**config.mk**
```make
export PLATFORM = sky130hd
export DESIGN_NAME = binary_rans_context_decoder_top
export DESIGN_NICKNAME = d
export VERILOG_FILES = /design/src/hdl/brcd_pkg.sv /design/src/hdl/brcd_ram.sv /design/src/hdl/brcd_prob_rom.sv /design/src/hdl/brcd_rans_step.sv /design/src/hdl/binary_rans_context_decoder_top.sv
export SDC_FILE = /design/constraint.sdc
export NUM_CORES = 2
export LEC_CHECK = 0
export ABC_AREA = 1
export BUFFER_PORTS_ARGS = -buffer_cell sky130_fd_sc_hd__buf_2
export CORE_ASPECT_RATIO = 1.1
export CORE_UTILIZATION = 58
export DETAILED_ROUTE_END_ITERATION = 7
export HOLD_SLACK_MARGIN = 0.15
export PLACE_DENSITY = 0.74
export SLEW_MARGIN = 20
export SYNTH_ARGS = -nofsm -noshare
export SYNTH_HDL_FRONTEND = slang
export SYNTH_SLANG_ARGS = --single-unit
```
**constraint.sdc**
```tcl
create_clock -name clk -period 21.4 [get_ports clk]
set_input_delay 3.21 -clock clk [delete_from_list [all_inputs] [get_ports clk]]
set_output_delay 3.21 -clock clk [all_outputs]
set_load 0.02 [all_outputs]
```
**src/hdl/brcd_pkg.sv**
```systemverilog
// Shared types, constants and counter update function for the binary rANS decoder.
`default_nettype none

package brcd_pkg;

	localparam int LANES       = 16;
	localparam int LANE_W      = 4;
	localparam int PROB_BITS   = 15;
	localparam int STATE_W     = 32;
	localparam int NODE_W      = 8;
	localparam int NODES       = 256;
	localparam int BANK_DEPTH  = NODES / 2;
	localparam int BANK_AW     = NODE_W - 1;
	localparam int CNT_W       = 8;
	localparam int NIB_W       = 4;
	localparam int POS_W       = 3;
	localparam int LOW_BOUND   = 1 << (PROB_BITS + 8);
	localparam int LOW_BOUND2  = 1 << PROB_BITS;

	typedef enum logic [1:0] {
		OP_LOAD   = 2'd0,
		OP_DECODE = 2'd1,
		OP_CLEAR  = 2'd2,
		OP_NONE   = 2'd3
	} op_t;

	typedef struct packed {
		op_t                op;
		logic [LANE_W-1:0]  lane;
		logic [STATE_W-1:0] init_state;
		logic [7:0]         peek_first;
		logic [7:0]         peek_second;
	} in_item_t;

	typedef struct packed {
		logic              bit_res;
		logic [1:0]        consumed;
		logic              byte_done;
		logic [7:0]        out_byte;
		logic [LANE_W-1:0] next_lane;
	} out_item_t;

	// Bump the count for the decoded bit; halve both with round-up on overflow.
	function automatic logic [CNT_W-1:0] count_next(input logic [CNT_W-1:0] st,
			input logic b);
		logic [NIB_W:0] n0;
		logic [NIB_W:0] n1;
		n0 = {1'b0, st[NIB_W-1:0]} + {{NIB_W{1'b0}}, ~b};
		n1 = {1'b0, st[CNT_W-1:NIB_W]} + {{NIB_W{1'b0}}, b};
		if (n0[NIB_W] || n1[NIB_W]) begin
			n0 = (n0 + 1'b1) >> 1;
			n1 = (n1 + 1'b1) >> 1;
		end
		return {n1[NIB_W-1:0], n0[NIB_W-1:0]};
	endfunction

endpackage

`default_nettype wire

```
**src/hdl/brcd_ram.sv**
```systemverilog
// Generic single-write, single-read RAM with registered read data.
`default_nettype none

module brcd_ram #(
	parameter int WIDTH = 8,
	parameter int DEPTH = 128,
	localparam int AW   = $clog2(DEPTH)
) (
	input  wire logic             clk,
	input  wire logic             we,
	input  wire logic [AW-1:0]    waddr,
	input  wire logic [WIDTH-1:0] wdata,
	input  wire logic [AW-1:0]    raddr,
	output logic      [WIDTH-1:0] rdata
);

	logic [WIDTH-1:0] mem_q [DEPTH];

	always_ff @(posedge clk) begin
		if (we) begin
			mem_q[waddr] <= wdata;
		end
		rdata <= mem_q[raddr];
	end

endmodule

`default_nettype wire

```
**src/hdl/brcd_prob_rom.sv**
```systemverilog
// Constant table of zero probabilities indexed by counter state.
`default_nettype none

module brcd_prob_rom (
	input  wire logic [brcd_pkg::CNT_W-1:0]     st,
	output logic      [brcd_pkg::PROB_BITS-1:0] p
);

	logic [brcd_pkg::PROB_BITS-1:0] prob_tab [brcd_pkg::NODES];

	for (genvar i = 0; i < brcd_pkg::NODES; i++) begin : g_ent
		localparam int N0   = i % 16;
		localparam int N1   = i / 16;
		localparam int PROB = ((2 * N0 + 1) << brcd_pkg::PROB_BITS) / (2 * (N0 + N1) + 2);
		assign prob_tab[i] = PROB[brcd_pkg::PROB_BITS-1:0];
	end

	assign p = prob_tab[st];

endmodule

`default_nettype wire

```
**src/hdl/brcd_rans_step.sv**
```systemverilog
// One binary rANS decode step: refill from peeked bytes, split, decide the bit, update.
`default_nettype none

module brcd_rans_step (
	input  wire logic [brcd_pkg::STATE_W-1:0]   x,
	input  wire logic [brcd_pkg::PROB_BITS-1:0] p,
	input  wire logic [7:0]                     peek_first,
	input  wire logic [7:0]                     peek_second,
	output logic                                bit_res,
	output logic      [1:0]                     consumed,
	output logic      [brcd_pkg::STATE_W-1:0]   x_next
);

	localparam int SW = brcd_pkg::STATE_W;
	localparam int PB = brcd_pkg::PROB_BITS;

	logic [SW-1:0]    xr;
	logic [PB-1:0]    s;
	logic [SW-PB-1:0] q;
	logic [SW-1:0]    a;
	logic [SW-1:0]    p_ext;
	logic [SW-1:0]    s_ext;

	always_comb begin
		if (x < SW'(brcd_pkg::LOW_BOUND2)) begin
			xr       = {x[SW-17:0], peek_first, peek_second};
			consumed = 2'd2;
		end else if (x < SW'(brcd_pkg::LOW_BOUND)) begin
			xr       = {x[SW-9:0], peek_first};
			consumed = 2'd1;
		end else begin
			xr       = x;
			consumed = 2'd0;
		end
	end

	assign s       = xr[PB-1:0];
	assign q       = xr[SW-1:PB];
	assign p_ext   = SW'(p);
	assign a       = p_ext * SW'(q);
	assign s_ext   = SW'(s);
	assign bit_res = (s >= p);
	assign x_next  = bit_res ? (xr - p_ext - a) : (a + s_ext);

endmodule

`default_nettype wire

```
**src/hdl/binary_rans_context_decoder_top.sv**
```systemverilog
// Binary rANS context decoder: input register, decode stage, result register.
// An accepted transaction is decoded from the input register into the result register.
// Throughput: one transaction per cycle unless the result register stalls; the counter
// pair for both next contexts is fetched from two banked RAMs while the bit decodes.
// Reset clears control state and marks every counter as zero at once (no clearing pass).
// Lane states are undefined until loaded.
`default_nettype none

module binary_rans_context_decoder_top (
	input  wire logic                clk,
	input  wire logic                arst_n,
	input  wire logic                item_valid,
	output logic                     item_ready,
	input  wire brcd_pkg::in_item_t  item,
	output logic                     result_valid,
	input  wire logic                result_ready,
	output brcd_pkg::out_item_t      result
);

	localparam int SW = brcd_pkg::STATE_W;
	localparam int NW = brcd_pkg::NODE_W;
	localparam int PW = brcd_pkg::POS_W;
	localparam int CW = brcd_pkg::CNT_W;

	brcd_pkg::in_item_t  item_s1;
	logic                s1_valid_q;
	logic                s1_adv;

	logic [SW-1:0]       lane_q [brcd_pkg::LANES];
	logic [NW-1:0]       ctx_q;
	logic [NW-1:0]       ctx_d;
	logic [PW-1:0]       pos_q;
	logic [PW-1:0]       pos_d;
	logic                grp_q;
	logic                grp_d;
	logic [brcd_pkg::NODES-1:0] cnt_valid_q;

	logic [brcd_pkg::LANE_W-1:0] cur_lane;
	logic [CW-1:0]       even_rd;
	logic [CW-1:0]       odd_rd;
	logic [CW-1:0]       cnt_raw;
	logic [CW-1:0]       cnt_st;
	logic [CW-1:0]       cnt_new;
	logic [brcd_pkg::PROB_BITS-1:0] p;
	logic                dec_bit;
	logic [1:0]          dec_used;
	logic [SW-1:0]       x_next;
	logic                is_decode;
	logic                byte_end;
	brcd_pkg::out_item_t res_d;

	assign s1_adv     = s1_valid_q && (!result_valid || result_ready);
	assign item_ready = !s1_valid_q || s1_adv;
	assign is_decode  = s1_adv && (item_s1.op == brcd_pkg::OP_DECODE);
	assign cur_lane   = {grp_q, pos_q};
	assign byte_end   = (pos_q == PW'(brcd_pkg::NODE_W - 1));

	// Input register
	always_ff @(posedge clk or negedge arst_n) begin
		if (!arst_n) begin
			s1_valid_q <= 1'b0;
		end else if (item_ready) begin
			s1_valid_q <= item_valid;
		end
	end

	always_ff @(posedge clk) begin
		if (item_ready && item_valid) begin
			item_s1 <= item;
		end
	end

	// Counter banks: even nodes in one, odd nodes in the other, so both children
	// of a node come out of one read at the parent's index.
	brcd_ram #(.WIDTH(CW), .DEPTH(brcd_pkg::BANK_DEPTH)) u_even_bank (
		.clk   (clk),
		.we    (is_decode && !ctx_q[0]),
		.waddr (ctx_q[NW-1:1]),
		.wdata (cnt_new),
		.raddr (ctx_d[NW-1:1]),
		.rdata (even_rd)
	);

	brcd_ram #(.WIDTH(CW), .DEPTH(brcd_pkg::BANK_DEPTH)) u_odd_bank (
		.clk   (clk),
		.we    (is_decode && ctx_q[0]),
		.waddr (ctx_q[NW-1:1]),
		.wdata (cnt_new),
		.raddr (ctx_d[NW-1:1]),
		.rdata (odd_rd)
	);

	assign cnt_raw = ctx_q[0] ? odd_rd : even_rd;
	assign cnt_st  = cnt_valid_q[ctx_q] ? cnt_raw : '0;
	assign cnt_new = brcd_pkg::count_next(cnt_st, dec_bit);

	brcd_prob_rom u_prob_rom (
		.st (cnt_st),
		.p  (p)
	);

	brcd_rans_step u_step (
		.x           (lane_q[cur_lane]),
		.p           (p),
		.peek_first  (item_s1.peek_first),
		.peek_second (item_s1.peek_second),
		.bit_res     (dec_bit),
		.consumed    (dec_used),
		.x_next      (x_next)
	);

	// Next decode position
	always_comb begin
		ctx_d = ctx_q;
		pos_d = pos_q;
		grp_d = grp_q;
		if (s1_adv) begin
			case (item_s1.op)
				brcd_pkg::OP_LOAD: begin
					ctx_d = NW'(1);
					pos_d = '0;
					grp_d = 1'b0;
				end
				brcd_pkg::OP_DECODE: begin
					if (byte_end) begin
						ctx_d = NW'(1);
						pos_d = '0;
						grp_d = ~grp_q;
					end else begin
						ctx_d = {ctx_q[NW-2:0], dec_bit};
						pos_d = pos_q + 1'b1;
					end
				end
				default: begin
				end
			endcase
		end
	end

	always_comb begin
		res_d           = '0;
		res_d.next_lane = {grp_d, pos_d};
		if (item_s1.op == brcd_pkg::OP_DECODE) begin
			res_d.bit_res   = dec_bit;
			res_d.consumed  = dec_used;
			res_d.byte_done = byte_end;
			res_d.out_byte  = byte_end ? {ctx_q[NW-2:0], dec_bit} : 8'd0;
		end
	end

	always_ff @(posedge clk or negedge arst_n) begin
		if (!arst_n) begin
			ctx_q       <= NW'(1);
			pos_q       <= '0;
			grp_q       <= 1'b0;
			cnt_valid_q <= '0;
		end else begin
			ctx_q <= ctx_d;
			pos_q <= pos_d;
			grp_q <= grp_d;
			if (s1_adv && item_s1.op == brcd_pkg::OP_CLEAR) begin
				cnt_valid_q <= '0;
			end else if (is_decode) begin
				cnt_valid_q[ctx_q] <= 1'b1;
			end
		end
	end

	// Lane states
	always_ff @(posedge clk) begin
		if (s1_adv && item_s1.op == brcd_pkg::OP_LOAD) begin
			lane_q[item_s1.lane] <= item_s1.init_state;
		end else if (is_decode) begin
			lane_q[cur_lane] <= x_next;
		end
	end

	// Result register
	always_ff @(posedge clk or negedge arst_n) begin
		if (!arst_n) begin
			result_valid <= 1'b0;
		end else if (s1_adv) begin
			result_valid <= 1'b1;
		end else if (result_ready) begin
			result_valid <= 1'b0;
		end
	end

	always_ff @(posedge clk) begin
		if (s1_adv) begin
			result <= res_d;
		end
	end

endmodule

`default_nettype wire

```
==> impl_results.md <==
- Starting Density: 58.56%
- Signal arrival time at the worst endpoint: 17.27 ns
- RR Startpoint: ctx_q[1]
- Via Count: 100,000
- Inserted Clock Buffers: 304
- Hold Crit Class: reg2reg
- Most common cell after layout, fill and taps aside: edfxtp_1
- Worst hold start: cnt_valid_q[95]
- Total GRT Usage: 35.81%
- Antenna-violating nets left: 0
- Slew headroom: 11.02%
- EDFF count, synth: 2,630
- Die Height: 512.2 µm
- Detailed placer's ending HPWL: 273.2 mm
- Multi-input gate area: 46,120 µm²
- CTS max path bufs: 4
- Area growth syn-to-layout: 9.041%
- Vias in the first global route: 96,730
- Die area: 238,600 µm²
- Drt drc: 3
- Slowest cell on crit path: o2111ai_1
- CTS root buf: clkbuf_16
- Die X: 465.8 µm
- Avg Cell Area, Syn: 11.00 µm²
- PostCTS Resize Cnt: 0
- CP max stage delay: 0.75 ns
- First drt pass iteration count: 8
- Post-Syn Area: 137,200 µm²
- DR WL/cell: 27.78 µm
- Worst R2R Path Depth: 53
- Max-Cap Viols: 0
- Layout cells sized above 1: 10.82%
- Register area share after synthesis: 62.71%
- Worst path buffer plus inverter count: 6
- Worst Hold Path Cells: 2
- Initial DRC count: 13,670
- Yosys warns: 0
- Synth cell types: 58
- Largest net degree at the start of global routing: 226
- Core Area: 234,400 µm²
- Yosys reg bits: 2,916
- Tmin final: 16.60 ns
- Max Fanout on Critical Path: 52
- Initial antenna violation count: 8
- Max Clock Skew: 0.1192 ns
- Final hold slack: 0.5392 ns
- CP delay by family, top: simple AND/OR/NAND/NOR gates
- Hold buffer count at CTS: 0
- Fillers: 17,680
- Failing checks: DRC
- Crit path required time: 22.07 ns
- Post-Syn Nets: 12,940
- Routed WL: 432.1 mm
- Outcome: finished with violations
- Hold Vio Cnt, Final: 0
- RSZ-0062 raised after global routing: no
- Worst-margin pin slew: 1.335 ns
- Num ports: 76
- Final TNS setup: 0 ns
- Most frequent CP cell: nand2_1
- Post-synth ARST share: 9.259%
- Hold Path Sink: cnt_valid_q[95]
- Critical path startpoint category: flip-flop
- Pins Over Slew Limit: 0
- Crit share post-route: 77.57%
- CP Class: reg2reg
- Clk sink count: 2,916
- Worst Setup End Kind: flip-flop
- First-pass GRT wire length: 634.8 mm
- Synth Instances: 12,470
- Register area: 86,070 µm²
- Input/output buffers: 75
- Clock transition at path regs: 0.06 ns
- Congestion Overflow GR: 0
- CTS tree: yes
- Clock Latency Late Sink: 0.97 ns
- Maximum clock rate: 60.24 MHz
- Most frequent cells in the layout: edfxtp_1 (2,630), nor2_1 (2,087), nand2_1 (1,833)
- GP Congestion: 1.010
- Nets: 12,700
- CTS H-tree depth: 5
- R2r endpoint: lane_q[5][27]
- Rows: 186
- Setup-failing EPs final: 0
- Vias per std cell: 6.430
- R2R Setup Slk: 4.80 ns
- Ys flop type: edfxtp_1
- Setup Buffers After CTS: 0
## flip-flops by register name, indices dropped and copies added (netlist names)
| register | flops |
|---|---|
| u_odd_bank.mem_q | 1024 |
| s1_valid_q | 1 |
| result_valid | 1 |
| u_even_bank.rdata | 8 |
| grp_q | 1 |
| cnt_valid_q | 256 |
| u_odd_bank.rdata | 8 |
| u_even_bank.mem_q | 1024 |
| ctx_q | 8 |
| pos_q | 3 |
| lane_q | 512 |
| result | 16 |
| item_s1 | 54 |
## worst max-delay path by stage
stage	start	endpoint	slack (ns)	cells after the start
2_1_floorplan	ctx_q[0]	u_even_bank.mem_q[0][5]	3.14	40
3_3_place_gp	ctx_q[0]	lane_q[6][27]	5.17	52
3_5_place_dp	ctx_q[0]	lane_q[10][27]	5.18	52
4_1_cts	ctx_q[0]	lane_q[5][27]	5.21	52
5_1_grt	ctx_q[0]	lane_q[5][27]	4.11	52
6_report	ctx_q[1]	lane_q[5][27]	4.80	53
## per-stage QoR
step | worst slack [ns] | utilization, % | instances | cell area, µm²
after detailed placement | 5.184 | 59.79 | 15020 | 140100
after global routing | 4.111 | 63.85 | 15560 | 149600
final | 4.799 | 63.85 | 15560 | 149600
after floorplan | 3.143 | - | 12470 | 137200
after CTS | 5.209 | 63.81 | 15550 | 149500
after global placement | 5.170 | 59.76 | 15020 | 140100
## tightest hold or removal path, cell delays in order, from the launching register on
cell     delay, ns
dfrtp_1       0.34
nor2_1        0.05
a21oi_1       0.10
## cell usage after synthesis, drive strengths merged (29+ instances only)
master | n | area (µm²)
nor2 | 2154 | 8113
inv | 594 | 2230
fa | 208 | 4164
o21ai | 591 | 2973
a21oi | 265 | 1326
xor2 | 40 | 350.3
or2 | 523 | 3272
o221ai | 48 | 420.4
dfrtp | 269 | 6731
o22ai | 164 | 1026
nand4 | 29 | 181.4
ha | 203 | 2540
a2bb2oi | 238 | 2085
o31ai | 514 | 3859
buf | 219 | 1091
o211ai | 563 | 4227
nand3 | 653 | 3333
clkbuf | 586 | 2200
edfxtp | 2630 | 78980
nand2 | 1848 | 6969
## layer usage
metal  vias to the layer above  global-route usage, %  part of all wire [%]
met2                      5764                  56.48                    47
met5                         -                      0                0.0030
met1                     49440                  48.03                    38
li1                      43700                      -                     -
met4                         2                  18.82                   6.0
met3                      1130                  5.807                   9.1
## cell type report
class / count / area share (%)
Antenna cell: 5 / 0.008362
Clock buffer: 376 / 5.388
Clock inverter: 152 / 0.8939
Inverter: 597 / 1.522
Multi-Input combinational cell: 8153 / 30.82
Sequential cell: 2916 / 57.52
Tap cell: 3102 / 2.594
Timing Repair Buffer: 257 / 1.256
## kinds of logic after synthesis
logic type / count (synthesis) / share of synthesized area (%)
AND/OR/NAND/NOR: 5244 / 16.10
flip-flops: 2916 / 62.71
AO/OA/AOI/OAI: 2438 / 11.89
buffers and inverters: 1402 / 4.031
adder cells (fa/ha/maj): 411 / 4.885
XOR/XNOR: 60 / 0.3829
Power is left out: the tool's default activity adds up to more than one toggle a clock period on the data nets, which glitch-free logic cannot reach.
